[config.mk]
export PLATFORM = sky130hd
export DESIGN_NAME = bsm_root_step
export DESIGN_NICKNAME = d
export VERILOG_FILES = /design/src/hw/rtl/bsm_pkg.sv /design/src/hw/rtl/bsm_root_step.sv
export SDC_FILE = /design/constraint.sdc
export NUM_CORES = 1
export LEC_CHECK = 0
export BUFFER_PORTS_ARGS = -buffer_cell sky130_fd_sc_hd__buf_2
export CAP_MARGIN = 30
export CORE_AREA = 3 3 498 500
export CTS_BUF_LIST = sky130_fd_sc_hd__clkbuf_4
export CTS_CLUSTER_DIAMETER = 120
export CTS_CLUSTER_SIZE = 10
export DETAILED_ROUTE_END_ITERATION = 10
export DIE_AREA = 0 0 501 503
export SLEW_MARGIN = 20
export SYNTH_ARGS = -nofsm -noshare
export SYNTH_HDL_FRONTEND = slang
export SYNTH_SLANG_ARGS = --single-unit
export TNS_END_PERCENT = 30
[constraint.sdc]
create_clock -name clock -period 45.3 [get_ports clock]
set_input_delay 2.265 -clock clock [delete_from_list [all_inputs] [get_ports clock]]
set_output_delay 2.265 -clock clock [all_outputs]
set_load 0.005 [all_outputs]
[src/hw/rtl/bsm_pkg.sv]
// ---------------------------------------------------------------------------
// Bounding sphere merge package
// Shared widths, the pipeline stage and result records and the saturation helper.
// ---------------------------------------------------------------------------
`default_nettype none

package bsm_pkg;

   localparam int AXES     = 3;
   localparam int ROOT_W   = 34;
   localparam int WORK_W   = 69;
   localparam int DEN_W    = 35;
   localparam int MAG_W    = 33;

   // One item as it travels through the pipeline.  The work words hold the
   // squares, then the root remainder, then the products and the division
   // remainders, depending on the stage.
   typedef struct packed {
      logic                                valid;
      logic [AXES-1:0][31:0]               c1;
      logic [AXES-1:0]                     dneg;
      logic [AXES-1:0][MAG_W-1:0]          dmag;
      logic [30:0]                         r1;
      logic [30:0]                         r2;
      logic [AXES-1:0][WORK_W-1:0]         wk;
      logic [ROOT_W-1:0]                   root;
      logic [AXES-1:0][ROOT_W-1:0]         quo;
      logic [DEN_W-1:0]                    den;
      logic                                deg;
   } stage_type;

   // Merged sphere as it leaves the block.
   typedef struct packed {
      logic                  valid;
      logic [AXES-1:0][31:0] center;
      logic [30:0]           radius;
      logic                  deg;
   } result_type;

   // Clamp a 36-bit signed value to the signed 32-bit range.
   function automatic logic [31:0] sat32(input logic signed [35:0] v);
      logic [31:0] r;
      if (v > 36'sd2147483647) begin
         r = 32'h7FFF_FFFF;
      end else if (v < -36'sd2147483648) begin
         r = 32'h8000_0000;
      end else begin
         r = v[31:0];
      end
      return r;
   endfunction

endpackage

`default_nettype wire

[src/hw/rtl/bsm_root_step.sv]
// ---------------------------------------------------------------------------
// Square root step
// Decides one bit of the floor square root and registers the item.
// ---------------------------------------------------------------------------
`default_nettype none

module bsm_root_step #(
   parameter int BIT = 0
) (
   input  wire logic              clock,
   input  wire logic              reset,
   input  wire logic              enable,
   input  wire bsm_pkg::stage_type stage_in,
   output bsm_pkg::stage_type     stage_out
);

   bsm_pkg::stage_type stage_ff;
   bsm_pkg::stage_type next_in;
   logic [bsm_pkg::WORK_W-1:0] trial;

   // Growth of the square when this bit is set: 2^(b+1) r + 2^(2b).
   always_comb begin
      trial   = (bsm_pkg::WORK_W'(stage_in.root) << (BIT + 1))
              + (bsm_pkg::WORK_W'(1) << (2 * BIT));
      next_in = stage_in;
      if (stage_in.wk[0] >= trial) begin
         next_in.wk[0]     = stage_in.wk[0] - trial;
         next_in.root[BIT] = 1'b1;
      end
   end

   always_ff @(posedge clock) begin
      if (reset) begin
         stage_ff.valid <= 1'b0;
      end else if (enable) begin
         stage_ff <= next_in;
      end
   end

   assign stage_out = stage_ff;

endmodule

`default_nettype wire

==> out/summary.txt <==
die area -> 0.2520 sq mm
TritonCTS clock tree -> built
1st-pass router iterations -> 5
max cap viols -> 0
Design Area, Final -> 0.03419 sq mm
CTS resizes -> 0
biggest area consumer among synthesized cells -> edfxtp_1
CP max stage cell -> or2_4
Cell Rows -> 181
Final Worst Setup Slack -> 39.07 ns
Core Footprint -> 0.2435 sq mm
grt ovf -> 0
clock buffer depth -> 3
area used by multi-input combinational logic -> 0.003288 sq mm
Clock Skews -> 0 ns
Endpoint, Worst Hold -> stage_out[639]$_SDFFE_PP0P_
synthesized net count -> 1876
data arrival at the endpoint of the critical path -> 7.06 ns
Setup Buffers After CTS -> 0
number of global-route vias before repair -> 18071
Overall Global Routing Usage -> 16.69%
worst flop-to-flop path endpoint -> stage_out[639]$_SDFFE_PP0P_
Final Hold Viols -> 0
count of vias placed by the detailed router -> 18569
Post-Synthesis Cell Area -> 0.02271 sq mm
Register-to-Register Path Depth -> 2
Achievable Freq -> 160.4 MHz
clock tree root buffer cell -> clkbuf_4
wire length of the first global-routing pass -> 255600 microns
worst hold margin -> 0.6445 ns
FF/Latch Area -> 0.01921 sq mm
cells along the critical path -> buf_2, inv_1, ha_1, nand2_1, or4_1, a211oi_1, nor3_1, buf_4, a2111oi_2, or2_4, nand4_4, nor4_2, xor2_1
Crit Path Class -> in -> reg
CP Max Fanout -> 55
Die Height -> 503 microns
Buf/Inv on CP -> 3
clock slew seen by the registers of the worst setup and hold paths -> 0.14 ns
status -> finished, final reports clean
cell type group with the largest total delay on the critical path -> simple AND/OR/NAND/NOR gates
Cells on Worst Hold Path -> 2
critical path required time -> 46.13 ns
timing startpoint of the critical path -> stage_in[149]
remaining antenna violation count -> 0
num ports -> 1283
final-layout fill cell count -> 27364
setup repair after global routing missed its margin -> no
Layout Nets -> 3241
register-to-register setup slack -> 44.55 ns
placed standard-cell area -> 0.03325 sq mm
fraction of the cycle the final worst path needs -> 13.76%
wire length per cell after detailed routing -> 37.73 microns
cts hold-fix bufs -> 0
maximum resistive drop on vdd -> 0.01608 mV
final critical delay including setup and external delays -> 6.232 ns
number of instances in the synthesized netlist -> 1197
PD cells -> 36.75 mW/mm^2
top cell type's share of synthesized area -> 84.49%
share of flip-flops with an asynchronous set or reset after synthesis -> 0%
delay of the slowest cell on the worst path -> 0.76 ns
startpoint type of the worst setup path -> primary input
pin count of the biggest net entering global routing -> 126
Worst Tran Pin Value -> 0.9510 ns
sequential area share after synthesis -> 84.57%
placement-stage worst setup slack -> 37.31 ns
HPWL Detailed -> 194500 microns
initial core utilization -> 9.329%
fraction of final layout cells sized beyond drive strength 1 -> 55.49%
CTS buffer count -> 79
total setup violations reported at the end of the flow -> 0
EDFF count, synth -> 639
top cells by area, synth -> edfxtp_1, ha_1, a21oi_1
DRC violation count after routing -> 0
average footprint of a synthesized cell -> 18.97 sq um
IO buf count -> 1282
signed area change from the synthesized netlist to the final layout -> 50.53%
CTS H-tree lvls -> 3
number of clock sinks -> 640
worst min-delay path startpoint -> stage_out[639]$_SDFFE_PP0P_
kind of end point of the critical path -> flop
placer congestion estimate -> 0.9350
Yosys warning count -> 0
ratio of routed vias to standard cells -> 3.182
leakage power figure -> 13.10 nW
Total Negative Setup Slacks -> 0 ns
Seq cells post-synth -> 640
final-report max-slew violation count -> 0
worst min path class -> reg -> reg
insertion delay of the later-clocked pin in the worst-skew pair -> 1.12 ns
Routed Wire Length -> 220200 microns
die boundary width -> 501 microns
number of violations reported at the end of detailed-routing iteration 0 -> 1535
initial antenna violation count -> 278
main flop type after synthesis -> edfxtp_1
worst reg2reg startpoint -> stage_out[639]$_SDFFE_PP0P_
Largest register FFs -> 640
count of distinct cell types in the synthesized netlist -> 56
remaining max-slew budget at the tightest pin -> 36.60%
## cell usage in the layout (no fill, tap or decap), types with 29 or more instances in the layout
cell,instances
xor2_1,32
diode_2,48
nor2_1,64
o21ai_0,29
xnor2_1,35
nand2_1,48
buf_2,1284
a21oi_1,66
ha_1,35
inv_1,47
clkbuf_4,86
edfxtp_1,639
## cell families after synthesis
group                    share of synthesized area [%]
flip-flops                                       84.57
AND/OR/NAND/NOR                                  5.217
AO/OA/AOI/OAI                                    4.374
XOR/XNOR                                         2.584
buffers and inverters                            1.190
adder cells (fa/ha/maj)                          2.016
multiplexers                                   0.04407
## how the worst max path moves through the flow
stage                     slack [ns]  depth (start not counted)                       end
after floorplan                13.10                          1    stage_out[0]$_DFFE_PP_
after global placement         37.30                         13  stage_out[218]$_DFFE_PP_
after detailed placement       37.31                         13  stage_out[218]$_DFFE_PP_
after CTS                      38.62                         13  stage_out[218]$_DFFE_PP_
after global routing           38.79                         13  stage_out[218]$_DFFE_PP_
final                          39.07                         13  stage_out[218]$_DFFE_PP_
## worst register-to-register path, cell delays in order (launching register included)
cell and delay (ns):
dfxtp_1 0.49, mux2i_1 0.11, nor2_1 0.10
## stage by stage
step	std cells	utilization, %	power (mW)
finish	5836	14.04	1.256
floorplan	1197	-	0.7946
detailed placement	5682	13.66	0.9365
global route	5823	14.03	1.319
CTS	5787	13.98	1.296
global placement	5680	13.65	0.9379
## layer usage
layer / global-route usage, % / wire length [microns]
met5: 0 / 326
met3: 8.598 / 26440
met4: 4.417 / 8027
met2: 28.00 / 103100
met1: 18.51 / 82300
## cell type report
class	count	share of cell area, %
flip-flops and latches	640	56.18
diodes	48	0.3513
clock inverters	19	0.4136
multi-input cells	491	9.618
inverters	47	0.5160
well taps	3202	11.72
clock buffers	86	1.888
repair buffers	1303	19.31
## synth_stat cells, types with 7 or more instances
master,number
nor3_1,16
or3_1,11
nand2b_1,7
nor2_1,65
ha_1,35
o21ai_0,29
a21o_1,19
nand4_1,13
xor2_1,32
inv_1,47
clkbuf_1,16
a21oi_1,67
edfxtp_1,639
or4_1,8
nor4_1,10
nand3_1,14
nand2_1,48
o21bai_1,7
xnor2_1,35
## power breakdown
part | internal (mW) | switching (mW) | leakage [nW]
Clock | 0.0921 | 0.247 | 0.447
Combinational | 0.0629 | 0.138 | 6.64
Sequential | 0.699 | 0.0173 | 6.01
(Power assumes the default switching activity.)
