**src/hw/rtl/bsm_pkg.sv**
```systemverilog
// ---------------------------------------------------------------------------
// Bounding sphere merge package
// Shared widths, the pipeline stage and result records and the saturation helper.
// ---------------------------------------------------------------------------
`default_nettype none

package bsm_pkg;

   localparam int AXES     = 3;
   localparam int ROOT_W   = 34;
   localparam int WORK_W   = 69;
   localparam int DEN_W    = 35;
   localparam int MAG_W    = 33;

   // One item as it travels through the pipeline.  The work words hold the
   // squares, then the root remainder, then the products and the division
   // remainders, depending on the stage.
   typedef struct packed {
      logic                                valid;
      logic [AXES-1:0][31:0]               c1;
      logic [AXES-1:0]                     dneg;
      logic [AXES-1:0][MAG_W-1:0]          dmag;
      logic [30:0]                         r1;
      logic [30:0]                         r2;
      logic [AXES-1:0][WORK_W-1:0]         wk;
      logic [ROOT_W-1:0]                   root;
      logic [AXES-1:0][ROOT_W-1:0]         quo;
      logic [DEN_W-1:0]                    den;
      logic                                deg;
   } stage_type;

   // Merged sphere as it leaves the block.
   typedef struct packed {
      logic                  valid;
      logic [AXES-1:0][31:0] center;
      logic [30:0]           radius;
      logic                  deg;
   } result_type;

   // Clamp a 36-bit signed value to the signed 32-bit range.
   function automatic logic [31:0] sat32(input logic signed [35:0] v);
      logic [31:0] r;
      if (v > 36'sd2147483647) begin
         r = 32'h7FFF_FFFF;
      end else if (v < -36'sd2147483648) begin
         r = 32'h8000_0000;
      end else begin
         r = v[31:0];
      end
      return r;
   endfunction

endpackage

`default_nettype wire

```
**src/hw/rtl/bsm_div_step.sv**
```systemverilog
// ---------------------------------------------------------------------------
// Division step
// Decides one quotient bit on all three axes and registers the item.
// ---------------------------------------------------------------------------
`default_nettype none

module bsm_div_step #(
   parameter int BIT = 0
) (
   input  wire logic              clock,
   input  wire logic              reset,
   input  wire logic              enable,
   input  wire bsm_pkg::stage_type stage_in,
   output bsm_pkg::stage_type     stage_out
);

   bsm_pkg::stage_type stage_ff;
   bsm_pkg::stage_type next_in;
   logic [bsm_pkg::WORK_W-1:0] trial;

   // Restoring division: subtract the shifted divisor where it fits.
   always_comb begin
      trial   = bsm_pkg::WORK_W'(stage_in.den) << BIT;
      next_in = stage_in;
      for (int k = 0; k < bsm_pkg::AXES; k++) begin
         if (stage_in.wk[k] >= trial) begin
            next_in.wk[k]       = stage_in.wk[k] - trial;
            next_in.quo[k][BIT] = 1'b1;
         end
      end
   end

   always_ff @(posedge clock) begin
      if (reset) begin
         stage_ff.valid <= 1'b0;
      end else if (enable) begin
         stage_ff <= next_in;
      end
   end

   assign stage_out = stage_ff;

endmodule

`default_nettype wire

```
**config.mk**
```make
export PLATFORM = sky130hd
export DESIGN_NAME = bsm_div_step
export DESIGN_NICKNAME = d
export VERILOG_FILES = /design/src/hw/rtl/bsm_pkg.sv /design/src/hw/rtl/bsm_div_step.sv
export SDC_FILE = /design/constraint.sdc
export NUM_CORES = 1
export LEC_CHECK = 0
export ABC_AREA = 1
export BUFFER_PORTS_ARGS = -buffer_cell sky130_fd_sc_hd__buf_2
export CAP_MARGIN = 40
export CORE_AREA = 2 2 501 503
export DETAILED_ROUTE_END_ITERATION = 8
export DIE_AREA = 0 0 503 505
export PLACE_DENSITY = 0.3
export SLEW_MARGIN = 0
export SYNTH_ARGS = -nofsm -noshare
export SYNTH_HDL_FRONTEND = slang
export SYNTH_SLANG_ARGS = --single-unit
```
**constraint.sdc**
```tcl
create_clock -name clock -period 37.5 [get_ports clock]
set_input_delay 0 -clock clock [delete_from_list [all_inputs] [get_ports clock]]
set_output_delay 0 -clock clock [all_outputs]
set_load 0.02 [all_outputs]
```
==> key figures <==
Run status
  • Status: completed

Synth
  • Warnings from Yosys: 0
  • Mux share of post-synthesis cell area: 0%
  • Synthesized area per cell: 9.130 um^2
  • Post-synthesis xor/xnor area fraction: 2.392%
  • Area contributors post-synth: edfxtp_1, nand2_1, inv_1
  • Syn nets: roughly 4400
  • Simple-gate share of the synthesized area: roughly a quarter
  • Largest family of logic cells by synthesized area: simple AND/OR/NAND/NOR gates
  • Synthesis-stage register bit count: 640
  • Synth Area in Adders: ~4.1%
  • Top_reg_cell synth: edfxtp_1
  • Sequential cell area fraction in the yosys report: approximately 57%
  • Async set or reset register ratio after synthesis: 0%
  • Leading area contributor after synthesis: edfxtp_1
  • EDFF count, synth: approximately 640
  • Distinct cell type count after synthesis: 48
  • Compound-cell area share of the yosys netlist: slightly below 7%
  • Synth top area share: between 50% and 60%
  • Post-Syn Area: 33680 um^2
  • Synth Instances: 3689

STA
  • Worst slew margin: between 30% and 40%
  • Post-layout worst setup margin: roughly 33 ns
  • TNS Setup: 0 ns
  • Final setup vio count: 0
  • RSZ-0062 raised after global routing: no
  • Shortest period the worst path allows: between 4 and 5 ns
  • Hold WS: 0.04565 ns
  • Final hold viol count: 0
  • Slew @ Worst Pin: approximately 0.9 ns
  • Worst Skew: 0 ns
  • Tcrit/Tclk final: 11.81%
  • Final Max Tran Viols: 0
  • Peak Freq: around 0.23 GHz

Worst setup path
  • R2R Setup Slk: approximately 36 ns
  • CP Capture Type: flop
  • Crit path cell chain: dlygate4sd3_1 -> buf_2 -> inv_1 -> ha_1 -> nand3_1 -> nand3_1 -> nand2_1 -> nand2_1 -> nand3_1 -> nand3_1 -> nand2_1 -> nand3_4 -> clkinv_2 -> buf_4 -> nand2_1 -> o21ai_2 -> dlygate4sd3_1
  • R2R Path End: stage_out[639]
  • Critical Path RT: ~38 ns
  • CP Max Fanout: 52
  • Crit-path max cell delay: 0.73 ns
  • Critical Path Source Type: primary input
  • R2R cell count: 3
  • CP max stage cell: buf_4
  • Critical Path AT: about 5 ns
  • Crit path kind: primary input to flop
  • RR Startpoint: stage_out[639]

Global routing
  • Gr usage total: a little over a fifth
  • Initial antenna violation count: 110
  • Overflow after GRT: 0
  • First-pass GRT wire length: about 360000 um
  • Vias in the first global route: around 37000
  • Largest net degree at the start of global routing: around 130

Routing
  • Final wirelength: around 280000 um
  • Met3 routed wirelength: roughly 20000 um
  • Vias per cell: about 3.9
  • Total number of vias: roughly 37000
  • DRC: 0
  • Met1 Wirelength: about 110000 um
  • Post-route ant nets: 0
  • Drt wl/cell: between 20 and 30 um
  • Top sig layer: met5
  • Met2 WL post-DR: about 140000 um
  • DR pass1 iterations: 5
  • Initial drt markers: approximately 3000

Cells and area
  • Largest register FFs: 640
  • Area grow syn2layout: 70.60%
  • Layout cells sized above 1: between 20% and 30%
  • Fill count: ~28000
  • Finished Core Util: between 20% and 30%
  • Filler-free cell count of the finished design: between 9000 and 10000
  • Post-Layout Inst Area: 57460 um^2
  • Nets: 6792

Clock network
  • H-tree levels: 3
  • Cts bufs inserted: just over 90
  • CTS clk-pin slew, worst paths: 0.06 ns
  • Longest Clk Path Bufs: 3
  • Post-CTS Resized: 0
  • Post-CTS setup buffers: 0
  • Clk_lat worst skew: 0.70 ns
  • CTS sink count: 640
  • Clock root buffer: clkbuf_16
  • Post-cts hold buffer count: about 1000
  • CTS tree: built

Floorplan
  • Core ar.: 248200 um^2
  • # rows: 183
  • DIE WIDTH: 503 um
  • Initial Utilization: between 10% and 20%
  • Total die area: approximately 250000 um^2
  • Io pins: between 1000 and 1500
  • Die Y: 505 um

Hold path
  • Min-Delay Endpoint: stage_out[115]
  • Worst min-delay path class: primary input to flop
  • Worst Hold Depth: 2
  • Hold_sp: stage_in[115]

Power and ir drop
  • Static Leak: around 24 nW
  • Pwr Total: approximately 2.4 mW
  • Peak VDD IR: roughly 0.000038 V
  • Power Dens Cells: 41.48 nW/um^2

Placed design
  • Worst slack, placed: about 33 ns
  • Placed cell area: approximately 44000 um^2
  • Placed cell count: 8297
  • DP HPWL: roughly 240000 um
  • GP Congestion: about 0.93
  • PortBufs: approximately 1300

Flow run
  • Max-Cap Viols: 0
==> synthesized netlist by cell type (2+ instances only) <==
cell,count
a21boi_0,3
or2_2,8
inv_2,29
and2_1,12
inv_1,459
nand3b_1,23
a21oi_2,25
edfxtp_1,639
nor2_2,19
xnor2_1,81
a21o_1,2
a21oi_1,167
o21ai_2,24
o21bai_1,26
buf_4,3
nand3_2,3
a21boi_1,3
buf_6,17
nand3_4,2
o211ai_1,4
nand2_1,1150
buf_2,12
nand3_1,166
a211oi_1,3
o21ai_1,78
xor2_1,11
ha_1,105
and3_1,2
fa_1,3
o21ai_0,56
nor2_1,448
nor3_1,42
nor4_1,6
nand4_1,44
==> worst max-delay path, delay by kind of cell <==
family                   cells  cell delay [ns]
AND/OR/NAND/NOR              9             1.40
adder cells (fa/ha/maj)      1             0.41
buffers and inverters        6             3.08
AO/OA/AOI/OAI                1             0.09
==> worst max path at each step <==
stage / slack, ns / depth (start not counted) / start / end
floorplan: 8.99 / 2 / enable / stage_out[0]
global route: 32.82 / 17 / stage_in[2] / stage_out[312]
global placement: 33.30 / 15 / stage_in[2] / stage_out[323]
finish: 33.07 / 17 / stage_in[2] / stage_out[310]
detailed placement: 33.29 / 15 / stage_in[2] / stage_out[325]
CTS: 33.05 / 17 / stage_in[2] / stage_out[312]
==> power by group <==
part           leakage (nW)  switching (mW)  internal (mW)
Sequential             6.01          0.0336          0.854
Clock                  1.52           0.405          0.540
Combinational          16.6           0.359          0.191
==> per-layer routing <==
metal,global-route usage (%),vias to the layer above
met5,0,-
met4,8.079,34
met3,5.195,306
met2,36.51,1419
met1,25.71,18057
li1,-,16999
==> logic make-up (layout without fill, tap and decap cells) <==
group                    Yosys count  after routing
flip-flops                       640            640
AND/OR/NAND/NOR                 1933           1933
buffers and inverters            522           2952
XOR/XNOR                          92             92
AO/OA/AOI/OAI                    394            394
other                              0             63
adder cells (fa/ha/maj)          108            108
==> cells in the final DEF (no fill, tap or decap), types with 15 or more instances in the layout <==
| master | Yosys | final |
|---|---|---|
| a21oi_1 | 167 | 167 |
| a21oi_2 | 25 | 25 |
| buf_2 | 12 | 1282 |
| buf_4 | 3 | 22 |
| clkbuf_16 | 0 | 92 |
| clkinv_1 | 1 | 20 |
| clkinv_2 | 0 | 15 |
| diode_2 | 0 | 63 |
| dlygate4sd3_1 | 0 | 980 |
| edfxtp_1 | 639 | 639 |
| ha_1 | 105 | 105 |
| inv_1 | 459 | 459 |
| inv_2 | 29 | 27 |
| nand2_1 | 1150 | 1150 |
| nand3_1 | 166 | 166 |
| nand3b_1 | 23 | 23 |
| nand4_1 | 44 | 44 |
| nor2_1 | 448 | 447 |
| nor2_2 | 19 | 19 |
| nor3_1 | 42 | 42 |
| o21ai_0 | 56 | 56 |
| o21ai_1 | 78 | 78 |
| o21ai_2 | 24 | 24 |
| o21bai_1 | 26 | 26 |
| xnor2_1 | 81 | 81 |
==> area by class of cell <==
cell class              instances  area [um^2]  share of cell area, %
multi-input cells            2527        12370                  21.52
diodes                         63        157.7                 0.2744
well taps                    3330         4167                  7.251
flip-flops and latches        640        19210                  33.43
repair buffers               2291        16550                  28.81
clock inverters                69        825.8                  1.437
clock buffers                 103         2344                  4.079
inverters                     489         1838                  3.199
No activity file was read; power rests on OpenSTA's default activity.
